File: config.mk
export PLATFORM = sky130hd
export DESIGN_NAME = sha256_stream_hasher_core
export DESIGN_NICKNAME = d
export VERILOG_FILES = /design/src/rtl/core/sha256sh_pkg.sv /design/src/rtl/core/sha256sh_ram.sv /design/src/rtl/core/sha256sh_ctrl.sv /design/src/rtl/core/sha256sh_dp.sv /design/src/rtl/core/sha256_stream_hasher_core.sv
export SDC_FILE = /design/constraint.sdc
export NUM_CORES = 2
export LEC_CHECK = 0
export BUFFER_PORTS_ARGS = -buffer_cell sky130_fd_sc_hd__buf_2
export CAP_MARGIN = 20
export CORE_ASPECT_RATIO = 0.5
export CORE_MARGIN = 2
export CORE_UTILIZATION = 60
export CTS_CLUSTER_SIZE = 14
export DETAILED_ROUTE_END_ITERATION = 12
export HOLD_SLACK_MARGIN = 0.06
export MAX_ROUTING_LAYER = met4
export PLACE_DENSITY = 0.76
export SETUP_SLACK_MARGIN = 0.02
export SLEW_MARGIN = 25
export SYNTH_ARGS = -nofsm -noshare
export SYNTH_HDL_FRONTEND = slang
export SYNTH_SLANG_ARGS = --single-unit
File: constraint.sdc
create_clock -name clk -period 29.6 [get_ports clk]
set_input_delay 1.48 -clock clk [delete_from_list [all_inputs] [get_ports clk]]
set_output_delay 1.48 -clock clk [all_outputs]
set_load 0.02 [all_outputs]
File: src/rtl/core/sha256sh_pkg.sv
// Shared types, constants and round functions for the SHA-256 stream hasher.
// Used by the controller, the datapath and the top level; no dependencies.
package sha256sh_pkg;

	localparam int unsigned BLOCK_WORDS = 16;
	localparam int unsigned WORD_BITS   = 32;

	typedef enum logic [1:0] {
		OP_ABSORB  = 2'd0,
		OP_DIGEST  = 2'd1,
		OP_RESTART = 2'd2
	} op_t;

	typedef enum logic [1:0] {
		KIND_MSG  = 2'd0,
		KIND_PAD1 = 2'd1,
		KIND_PAD2 = 2'd2
	} blk_kind_t;

	typedef enum logic [2:0] {
		ST_IDLE,
		ST_PREP,
		ST_ROUND,
		ST_FOLD,
		ST_EMIT
	} state_t;

	typedef struct packed {
		logic      absorb;
		logic      restart;
		logic      prep;
		logic      round;
		logic      fold;
		logic      emit_next;
		blk_kind_t kind;
	} cmd_t;

	typedef struct packed {
		logic fill_full;
		logic fill_hi;
		logic last_round;
		logic last_emit;
	} stat_t;

	localparam logic [31:0] INIT_HASH [8] = '{
		32'h6a09e667, 32'hbb67ae85, 32'h3c6ef372, 32'ha54ff53a,
		32'h510e527f, 32'h9b05688c, 32'h1f83d9ab, 32'h5be0cd19
	};

	localparam logic [31:0] ROUND_K [64] = '{
		32'h428a2f98, 32'h71374491, 32'hb5c0fbcf, 32'he9b5dba5,
		32'h3956c25b, 32'h59f111f1, 32'h923f82a4, 32'hab1c5ed5,
		32'hd807aa98, 32'h12835b01, 32'h243185be, 32'h550c7dc3,
		32'h72be5d74, 32'h80deb1fe, 32'h9bdc06a7, 32'hc19bf174,
		32'he49b69c1, 32'hefbe4786, 32'h0fc19dc6, 32'h240ca1cc,
		32'h2de92c6f, 32'h4a7484aa, 32'h5cb0a9dc, 32'h76f988da,
		32'h983e5152, 32'ha831c66d, 32'hb00327c8, 32'hbf597fc7,
		32'hc6e00bf3, 32'hd5a79147, 32'h06ca6351, 32'h14292967,
		32'h27b70a85, 32'h2e1b2138, 32'h4d2c6dfc, 32'h53380d13,
		32'h650a7354, 32'h766a0abb, 32'h81c2c92e, 32'h92722c85,
		32'ha2bfe8a1, 32'ha81a664b, 32'hc24b8b70, 32'hc76c51a3,
		32'hd192e819, 32'hd6990624, 32'hf40e3585, 32'h106aa070,
		32'h19a4c116, 32'h1e376c08, 32'h2748774c, 32'h34b0bcb5,
		32'h391c0cb3, 32'h4ed8aa4a, 32'h5b9cca4f, 32'h682e6ff3,
		32'h748f82ee, 32'h78a5636f, 32'h84c87814, 32'h8cc70208,
		32'h90befffa, 32'ha4506ceb, 32'hbef9a3f7, 32'hc67178f2
	};

	function automatic logic [31:0] big_s0(input logic [31:0] x);
		return {x[1:0], x[31:2]} ^ {x[12:0], x[31:13]} ^ {x[21:0], x[31:22]};
	endfunction

	function automatic logic [31:0] big_s1(input logic [31:0] x);
		return {x[5:0], x[31:6]} ^ {x[10:0], x[31:11]} ^ {x[24:0], x[31:25]};
	endfunction

	function automatic logic [31:0] small_s0(input logic [31:0] x);
		return {x[6:0], x[31:7]} ^ {x[17:0], x[31:18]} ^ {3'b000, x[31:3]};
	endfunction

	function automatic logic [31:0] small_s1(input logic [31:0] x);
		return {x[16:0], x[31:17]} ^ {x[18:0], x[31:19]} ^ {10'd0, x[31:10]};
	endfunction

endpackage

File: src/rtl/core/sha256sh_ram.sv
// Generic single-port-write, single-port-read RAM with a registered read.
// No dependencies.
module sha256sh_ram #(
	parameter int unsigned WIDTH = 32,
	parameter int unsigned DEPTH = 16
) (
	input  logic                     clk,
	input  logic                     we,
	input  logic [$clog2(DEPTH)-1:0] waddr,
	input  logic [WIDTH-1:0]         wdata,
	input  logic [$clog2(DEPTH)-1:0] raddr,
	output logic [WIDTH-1:0]         rdata
);

	logic [WIDTH-1:0] mem_q [DEPTH];

	always_ff @(posedge clk) begin
		if (we) begin
			mem_q[waddr] <= wdata;
		end
		rdata <= mem_q[raddr];
	end

endmodule

File: src/rtl/core/sha256sh_ctrl.sv
// Controller state machine of the SHA-256 stream hasher.
// Depends on sha256sh_pkg; drives the datapath through cmd_t, reads stat_t.
module sha256sh_ctrl (
	input  logic                   clk,
	input  logic                   arst_n,
	input  logic                   in_valid,
	output logic                   in_ready,
	input  logic [1:0]             operation,
	output logic                   out_valid,
	input  logic                   out_ready,
	input  sha256sh_pkg::stat_t    stat,
	output sha256sh_pkg::cmd_t     cmd
);

	sha256sh_pkg::state_t    state_q, state_d;
	sha256sh_pkg::blk_kind_t kind_q, kind_d;
	sha256sh_pkg::op_t       op;

	assign op = sha256sh_pkg::op_t'(operation);

	always_ff @(posedge clk or negedge arst_n) begin
		if (!arst_n) begin
			state_q <= sha256sh_pkg::ST_IDLE;
			kind_q  <= sha256sh_pkg::KIND_MSG;
		end else begin
			state_q <= state_d;
			kind_q  <= kind_d;
		end
	end

	always_comb begin
		state_d = state_q;
		kind_d  = kind_q;
		unique case (state_q)
			sha256sh_pkg::ST_IDLE: begin
				if (in_valid) begin
					unique case (op)
						sha256sh_pkg::OP_ABSORB: begin
							if (stat.fill_full) begin
								state_d = sha256sh_pkg::ST_PREP;
								kind_d  = sha256sh_pkg::KIND_MSG;
							end
						end
						sha256sh_pkg::OP_DIGEST: begin
							state_d = sha256sh_pkg::ST_PREP;
							kind_d  = sha256sh_pkg::KIND_PAD1;
						end
						default: begin
							state_d = sha256sh_pkg::ST_IDLE;
						end
					endcase
				end
			end
			sha256sh_pkg::ST_PREP: begin
				state_d = sha256sh_pkg::ST_ROUND;
			end
			sha256sh_pkg::ST_ROUND: begin
				if (stat.last_round) begin
					state_d = sha256sh_pkg::ST_FOLD;
				end
			end
			sha256sh_pkg::ST_FOLD: begin
				unique case (kind_q)
					sha256sh_pkg::KIND_PAD1: begin
						if (stat.fill_hi) begin
							state_d = sha256sh_pkg::ST_PREP;
							kind_d  = sha256sh_pkg::KIND_PAD2;
						end else begin
							state_d = sha256sh_pkg::ST_EMIT;
						end
					end
					sha256sh_pkg::KIND_PAD2: begin
						state_d = sha256sh_pkg::ST_EMIT;
					end
					default: begin
						state_d = sha256sh_pkg::ST_IDLE;
					end
				endcase
			end
			sha256sh_pkg::ST_EMIT: begin
				if (out_ready && stat.last_emit) begin
					state_d = sha256sh_pkg::ST_IDLE;
				end
			end
			default: begin
				state_d = sha256sh_pkg::ST_IDLE;
			end
		endcase
	end

	always_comb begin
		in_ready      = (state_q == sha256sh_pkg::ST_IDLE);
		out_valid     = (state_q == sha256sh_pkg::ST_EMIT);
		cmd.absorb    = in_ready && in_valid && (op == sha256sh_pkg::OP_ABSORB);
		cmd.restart   = in_ready && in_valid && (op == sha256sh_pkg::OP_RESTART);
		cmd.prep      = (state_q == sha256sh_pkg::ST_PREP);
		cmd.round     = (state_q == sha256sh_pkg::ST_ROUND);
		cmd.fold      = (state_q == sha256sh_pkg::ST_FOLD);
		cmd.emit_next = out_valid && out_ready;
		cmd.kind      = kind_q;
	end

endmodule

File: src/rtl/core/sha256sh_dp.sv
// Datapath of the SHA-256 stream hasher: byte packing, block RAM, message
// schedule, round logic, chaining value and digest words. Depends on
// sha256sh_pkg and sha256sh_ram.
module sha256sh_dp (
	input  logic                  clk,
	input  logic                  arst_n,
	input  logic [7:0]            data_byte,
	input  sha256sh_pkg::cmd_t    cmd,
	output sha256sh_pkg::stat_t   stat,
	output logic [31:0]           digest_word,
	output logic [2:0]            word_index,
	output logic                  last_word
);

	localparam int unsigned AW = $clog2(sha256sh_pkg::BLOCK_WORDS);

	logic [31:0] chain_q [8];
	logic [31:0] hv_q [8];
	logic [31:0] v_q [8];
	logic [31:0] win_q [16];
	logic [31:0] base [8];
	logic [5:0]  fill_q;
	logic [60:0] total_q;
	logic [23:0] pack_q;
	logic [5:0]  rnd_q;
	logic [2:0]  idx_q;

	logic          ram_we;
	logic [AW-1:0] ram_raddr;
	logic [31:0]   ram_rdata;
	logic [63:0]   bit_len;
	logic [3:0]    t_lo;
	logic [31:0]   partial, pad_word, blk_word, sched, wt;
	logic [31:0]   t1, t2;

	assign ram_we    = cmd.absorb && (fill_q[1:0] == 2'b11);
	assign ram_raddr = cmd.prep ? '0 : rnd_q[AW-1:0] + AW'(1);

	sha256sh_ram #(
		.WIDTH(sha256sh_pkg::WORD_BITS),
		.DEPTH(sha256sh_pkg::BLOCK_WORDS)
	) u_blk_ram (
		.clk  (clk),
		.we   (ram_we),
		.waddr(fill_q[5:2]),
		.wdata({pack_q, data_byte}),
		.raddr(ram_raddr),
		.rdata(ram_rdata)
	);

	assign bit_len = {total_q, 3'b000};
	assign t_lo    = rnd_q[3:0];

	always_comb begin
		unique case (fill_q[1:0])
			2'd0:    partial = {8'h80, 24'h000000};
			2'd1:    partial = {pack_q[7:0], 8'h80, 16'h0000};
			2'd2:    partial = {pack_q[15:0], 8'h80, 8'h00};
			default: partial = {pack_q[23:0], 8'h80};
		endcase

		if (t_lo < fill_q[5:2]) begin
			pad_word = ram_rdata;
		end else if (t_lo == fill_q[5:2]) begin
			pad_word = partial;
		end else if (!stat.fill_hi && t_lo == 4'd14) begin
			pad_word = bit_len[63:32];
		end else if (!stat.fill_hi && t_lo == 4'd15) begin
			pad_word = bit_len[31:0];
		end else begin
			pad_word = '0;
		end

		unique case (cmd.kind)
			sha256sh_pkg::KIND_MSG:  blk_word = ram_rdata;
			sha256sh_pkg::KIND_PAD1: blk_word = pad_word;
			sha256sh_pkg::KIND_PAD2: begin
				if (t_lo == 4'd14) begin
					blk_word = bit_len[63:32];
				end else if (t_lo == 4'd15) begin
					blk_word = bit_len[31:0];
				end else begin
					blk_word = '0;
				end
			end
			default: blk_word = '0;
		endcase

		sched = sha256sh_pkg::small_s1(win_q[14]) + win_q[9]
			+ sha256sh_pkg::small_s0(win_q[1]) + win_q[0];
		wt = (rnd_q[5:4] == 2'b00) ? blk_word : sched;

		t1 = v_q[7] + sha256sh_pkg::big_s1(v_q[4])
			+ ((v_q[4] & v_q[5]) ^ (~v_q[4] & v_q[6]))
			+ sha256sh_pkg::ROUND_K[rnd_q] + wt;
		t2 = sha256sh_pkg::big_s0(v_q[0])
			+ ((v_q[0] & v_q[1]) ^ (v_q[0] & v_q[2]) ^ (v_q[1] & v_q[2]));

		for (int i = 0; i < 8; i++) begin
			base[i] = (cmd.kind == sha256sh_pkg::KIND_PAD2) ? hv_q[i] : chain_q[i];
		end
	end

	always_ff @(posedge clk or negedge arst_n) begin
		if (!arst_n) begin
			for (int i = 0; i < 8; i++) begin
				chain_q[i] <= sha256sh_pkg::INIT_HASH[i];
			end
			fill_q  <= '0;
			total_q <= '0;
			rnd_q   <= '0;
			idx_q   <= '0;
		end else begin
			if (cmd.restart) begin
				for (int i = 0; i < 8; i++) begin
					chain_q[i] <= sha256sh_pkg::INIT_HASH[i];
				end
				fill_q  <= '0;
				total_q <= '0;
			end else if (cmd.absorb) begin
				fill_q  <= fill_q + 6'd1;
				total_q <= total_q + 61'd1;
			end
			if (cmd.fold && cmd.kind == sha256sh_pkg::KIND_MSG) begin
				for (int i = 0; i < 8; i++) begin
					chain_q[i] <= base[i] + v_q[i];
				end
			end
			if (cmd.prep) begin
				rnd_q <= '0;
			end else if (cmd.round) begin
				rnd_q <= rnd_q + 6'd1;
			end
			if (cmd.fold) begin
				idx_q <= '0;
			end else if (cmd.emit_next) begin
				idx_q <= idx_q + 3'd1;
			end
		end
	end

	always_ff @(posedge clk) begin
		if (cmd.absorb) begin
			pack_q <= {pack_q[15:0], data_byte};
		end
		if (cmd.prep) begin
			for (int i = 0; i < 8; i++) begin
				v_q[i] <= base[i];
			end
		end else if (cmd.round) begin
			v_q[7] <= v_q[6];
			v_q[6] <= v_q[5];
			v_q[5] <= v_q[4];
			v_q[4] <= v_q[3] + t1;
			v_q[3] <= v_q[2];
			v_q[2] <= v_q[1];
			v_q[1] <= v_q[0];
			v_q[0] <= t1 + t2;
			for (int i = 0; i < 15; i++) begin
				win_q[i] <= win_q[i+1];
			end
			win_q[15] <= wt;
		end
		if (cmd.fold && cmd.kind != sha256sh_pkg::KIND_MSG) begin
			for (int i = 0; i < 8; i++) begin
				hv_q[i] <= base[i] + v_q[i];
			end
		end
	end

	assign stat.fill_full  = (fill_q == 6'd63);
	assign stat.fill_hi    = (fill_q >= 6'd56);
	assign stat.last_round = (rnd_q == 6'd63);
	assign stat.last_emit  = (idx_q == 3'd7);

	assign digest_word = hv_q[idx_q];
	assign word_index  = idx_q;
	assign last_word   = (idx_q == 3'd7);

endmodule

File: src/rtl/core/sha256_stream_hasher_core.sv
// Top level of the SHA-256 stream hasher: controller plus datapath.
// Depends on sha256sh_pkg, sha256sh_ctrl and sha256sh_dp.
//
// Channel   Handshake              Payload
// input     in_valid / in_ready    operation[1:0], data_byte[7:0]
// output    out_valid / out_ready  digest_word[31:0], word_index[2:0], last_word
//
// Absorb and restart items are taken while idle; an absorb that completes a block
// stalls the input through the prep, round and fold states while the single round
// unit runs 64 rounds. A digest item stalls the input likewise, twice when the padding
// spills into a second block, then offers eight words, one per cycle that out_ready allows.
// Reset loads the initial hash values and clears the byte count; no sweep.
module sha256_stream_hasher_core (
	input  logic        clk,
	input  logic        arst_n,
	input  logic        in_valid,
	output logic        in_ready,
	input  logic [1:0]  operation,
	input  logic [7:0]  data_byte,
	output logic        out_valid,
	input  logic        out_ready,
	output logic [31:0] digest_word,
	output logic [2:0]  word_index,
	output logic        last_word
);

	sha256sh_pkg::cmd_t  cmd;
	sha256sh_pkg::stat_t stat;

	sha256sh_ctrl u_ctrl (
		.clk      (clk),
		.arst_n   (arst_n),
		.in_valid (in_valid),
		.in_ready (in_ready),
		.operation(operation),
		.out_valid(out_valid),
		.out_ready(out_ready),
		.stat     (stat),
		.cmd      (cmd)
	);

	sha256sh_dp u_dp (
		.clk        (clk),
		.arst_n     (arst_n),
		.data_byte  (data_byte),
		.cmd        (cmd),
		.stat       (stat),
		.digest_word(digest_word),
		.word_index (word_index),
		.last_word  (last_word)
	);

`ifndef ASSERT_OFF
	a_no_overlap: assert property (@(posedge clk) disable iff (!arst_n)
		!(in_ready && out_valid))
		else $error("input taken while a digest is being delivered");

	a_last_ends: assert property (@(posedge clk) disable iff (!arst_n)
		out_valid && out_ready && last_word |=> !out_valid && in_ready)
		else $error("digest delivery did not end after the last word");

	a_index_step: assert property (@(posedge clk) disable iff (!arst_n)
		out_valid && out_ready && !last_word |=>
		out_valid && (word_index == $past(word_index) + 3'd1))
		else $error("digest word index did not advance by one");

	a_first_word: assert property (@(posedge clk) disable iff (!arst_n)
		$rose(out_valid) |-> word_index == 3'd0)
		else $error("digest delivery did not start at word zero");
`endif

endmodule

==> results.py <==
metrics = {
    "global_route": {
        "grt_max_degree": 213,
        "grt_overflow_total": 0,
        "grt_usage_pct": 34.9,
        "grt_antenna_before_repair": 10,
        "grt_pass1_wl_mm": 446,
        "grt_pass1_vias": 69100,
    },
    "hold_path": {
        "min_path_type": "flip-flop to flip-flop",
    },
    "clocking": {
        "max-clock-path-buffers": 4,
        "clk_pin_slew_worst_paths_ps": 70,
        "ctsHoldBuffers": 0,
        "cts-root-buf": "clkbuf_16",
        "clk_latency_ps": 890,
        "cts_tree": "done",
        "cts_buffers": 180,
        "clock-sinks": 1929,
        "htreeDepth": 4,
        "cts_resized": 0,
        "cts_setup_buffers": 0,
    },
    "placement": {
        "portBuffers": 51,
        "dpl.hpwl_mm": 203,
        "place.gp.congestion": 1.01,
        "post-place-ws_ps": 18470,
    },
    "critical_path": {
        "r2r_end": "u_dp.v_q[0][31]",
        "r2r-start": "u_dp.rnd_q[1]",
        "worstPathBufferInverterCount": 6,
        "crit_required_ps": 30260,
        "cpMostUsedCell": "fa_1",
        "crit_end": "u_dp.v_q[0][31]",
        "worst-path-stages": 38,
        "worst_ep_arrival_time_ps": 12080,
        "worstRegToRegCells": 38,
        "start_kind": "flip-flop",
        "worst-r2r-setup-slack_ps": 18190,
        "crit_path_top_delay_cell": "o31ai_1",
        "crit_start": "u_dp.rnd_q[1]",
        "critPathMaxStageDelay_ps": 760,
        "path_class": "flip-flop to flip-flop",
        "critPathTopFamily": "compound AO/OA/AOI/OAI gates",
        "crit_fanout": 56,
        "setup.worst_path.end_class": "flip-flop",
    },
    "timing": {
        "setup_viol": 0,
        "hold_viol": 0,
        "rsz0062_at_grt": "no",
        "worstMarginPinSlew_ps": 1120,
        "finalWorstSetupSlack_ps": 18190,
        "min_period_over_period_pct": 38.6,
        "maxSlewViolCount": 0,
        "fmax_mhz": 87.6,
        "skew_ps": 90.2,
        "setup_tns_ps": 0,
        "period_minus_slack_ps": 11410,
        "slew_headroom_pct": 25.1,
    },
    "yosys": {
        "synth_cells": 8861,
        "synthesis.nets": 9475,
        "ys_warn_count": 0,
        "synth-main-ff-cell": "edfxtp_1",
        "synth_edf_count": 1560,
        "ys_types": 92,
        "synth.avg_cell_area_sq_um": 11.7,
        "synth_area_sq_um": 104000,
        "synth_seq_cells": 1929,
        "synth_seq_area_share_pct": 54.2,
        "async_flop_share_pct": 17.5,
    },
    "floorplanning": {
        "core_sq_um": 171000,
        "die_area_sq_um": 176000,
        "die_y_um": 298,
        "initial_core_util_pct": 60.6,
        "die_w_um": 591,
        "row_count": 107,
        "io_pins": 52,
    },
    "finish": {
        "final_common_cell": "edfxtp_1",
        "syn_to_final_growth_pct": 7.76,
        "most-common-layout-cells": "1560 x edfxtp_1, 968 x nor2_1, 632 x nand2_1, 616 x a21oi_1, 517 x o21ai_0",
        "drive_gt1_share_pct": 11.9,
        "nets": 9360,
    },
    "routing": {
        "postRouteAntennaNets": 0,
        "drc": 0,
        "wire_per_inst_um": 26.9,
        "drt_first_pass_iters": 7,
        "vias": 72100,
        "via_per_inst": 6.45,
        "wirelength_mm": 300,
        "drtIter0Drc": 9376,
    },
    "run": {
        "cap_violations": 0,
    },
    "status": {
        "status": "completed",
    },
}
[worst min path at each step]
stage	slack (ps)	to	startpoint	cells after the start
final	370	u_dp.win_q[5][0]	u_dp.win_q[6][0]	0
after CTS	380	u_dp.win_q[5][0]	u_dp.win_q[6][0]	0
after global routing	380	u_dp.win_q[5][0]	u_dp.win_q[6][0]	0
after floorplan	400	u_dp.win_q[10][0]	u_dp.win_q[11][0]	0
after detailed placement	400	u_dp.win_q[10][30]	u_dp.win_q[11][30]	0
after global placement	400	u_dp.win_q[11][12]	u_dp.win_q[12][12]	0
[registers in the layout, indices dropped and copies added, names as in the netlist]
register              count
u_dp.rnd_q                6
u_dp.hv_q               256
u_dp.chain_q            256
u_dp.v_q                256
u_ctrl.kind_q             2
u_dp.total_q             61
u_ctrl.state_q            3
u_dp.u_blk_ram.mem_q    512
u_dp.word_index           3
u_dp.fill_q               6
u_dp.pack_q              24
u_dp.u_blk_ram.rdata     32
u_dp.win_q              512
[synthesized netlist by cell type (all sizes together), types with 35 or more instances]
| cell type | number | area share, % |
|---|---|---|
| a211oi | 35 | 0.25 |
| a21o | 194 | 1.4 |
| a21oi | 616 | 3.0 |
| a221oi | 52 | 0.44 |
| a22o | 39 | 0.33 |
| a31oi | 42 | 0.25 |
| and3 | 68 | 0.41 |
| buf | 44 | 0.17 |
| clkbuf | 414 | 1.5 |
| dfrtp | 201 | 4.9 |
| dfstp | 136 | 3.5 |
| edfxtp | 1560 | 45 |
| fa | 195 | 3.8 |
| ha | 405 | 4.9 |
| inv | 398 | 1.4 |
| mux2 | 373 | 4.1 |
| mux2i | 158 | 1.5 |
| mux4 | 66 | 1.4 |
| nand2 | 638 | 2.3 |
| nand2b | 57 | 0.34 |
| nand3 | 198 | 0.96 |
| nor2 | 985 | 3.6 |
| nor2b | 60 | 0.36 |
| nor3 | 78 | 0.38 |
| o211ai | 43 | 0.31 |
| o21a | 45 | 0.33 |
| o21ai | 518 | 2.5 |
| o21bai | 39 | 0.28 |
| o221ai | 42 | 0.36 |
| o22ai | 41 | 0.25 |
| or3 | 35 | 0.21 |
| xnor2 | 430 | 3.6 |
| xor2 | 202 | 1.7 |
[stage by stage]
stage / hold slack, ps / utilization [%] / instances / area (sq um)
5_1_grt: 378 / 65.3 / 11200 / 112000
3_3_place_gp: 400 / 62.1 / 10900 / 106000
4_1_cts: 378 / 65.3 / 11200 / 111000
6_report: 368 / 65.3 / 11200 / 112000
3_5_place_dp: 405 / 62.1 / 10900 / 106000
2_1_floorplan: 400 / - / 8861 / 104000
[area by class of cell]
class / count / area, sq um
Clock inverter: 50 / 434
Inverter: 401 / 1520
Antenna cell: 5 / 12.5
Tap cell: 2289 / 2860
Clock buffer: 265 / 5010
Multi-Input combinational cell: 6073 / 44400
Sequential cell: 1929 / 56100
Fill cell: 12800 / 59300
Timing Repair Buffer: 161 / 1190
[metal layers]
layer / vias to the layer above / GRT usage [%] / routed length (um) / part of all wire (%)
li1: 31900 / - / - / -
met2: 3781 / 50.5 / 132000 / 44
met1: 35900 / 49.8 / 125000 / 42
met4: 0 / 10.7 / 10000 / 3.3
met3: 541 / 7.16 / 32700 / 11
met5: - / - / 0 / 0
[cell families after synthesis]
| kind of cell | count (synthesis) | synth area share (%) |
|---|---|---|
| XOR/XNOR | 634 | 5.39 |
| AND/OR/NAND/NOR | 2236 | 9.37 |
| multiplexers | 597 | 7.02 |
| flip-flops | 1929 | 54.2 |
| AO/OA/AOI/OAI | 1987 | 12.1 |
| adder cells (fa/ha/maj) | 619 | 8.85 |
| buffers and inverters | 859 | 3.12 |
Power is not shown: default switching activity piles up to over one toggle a cycle in this logic, so the estimate is an artifact.
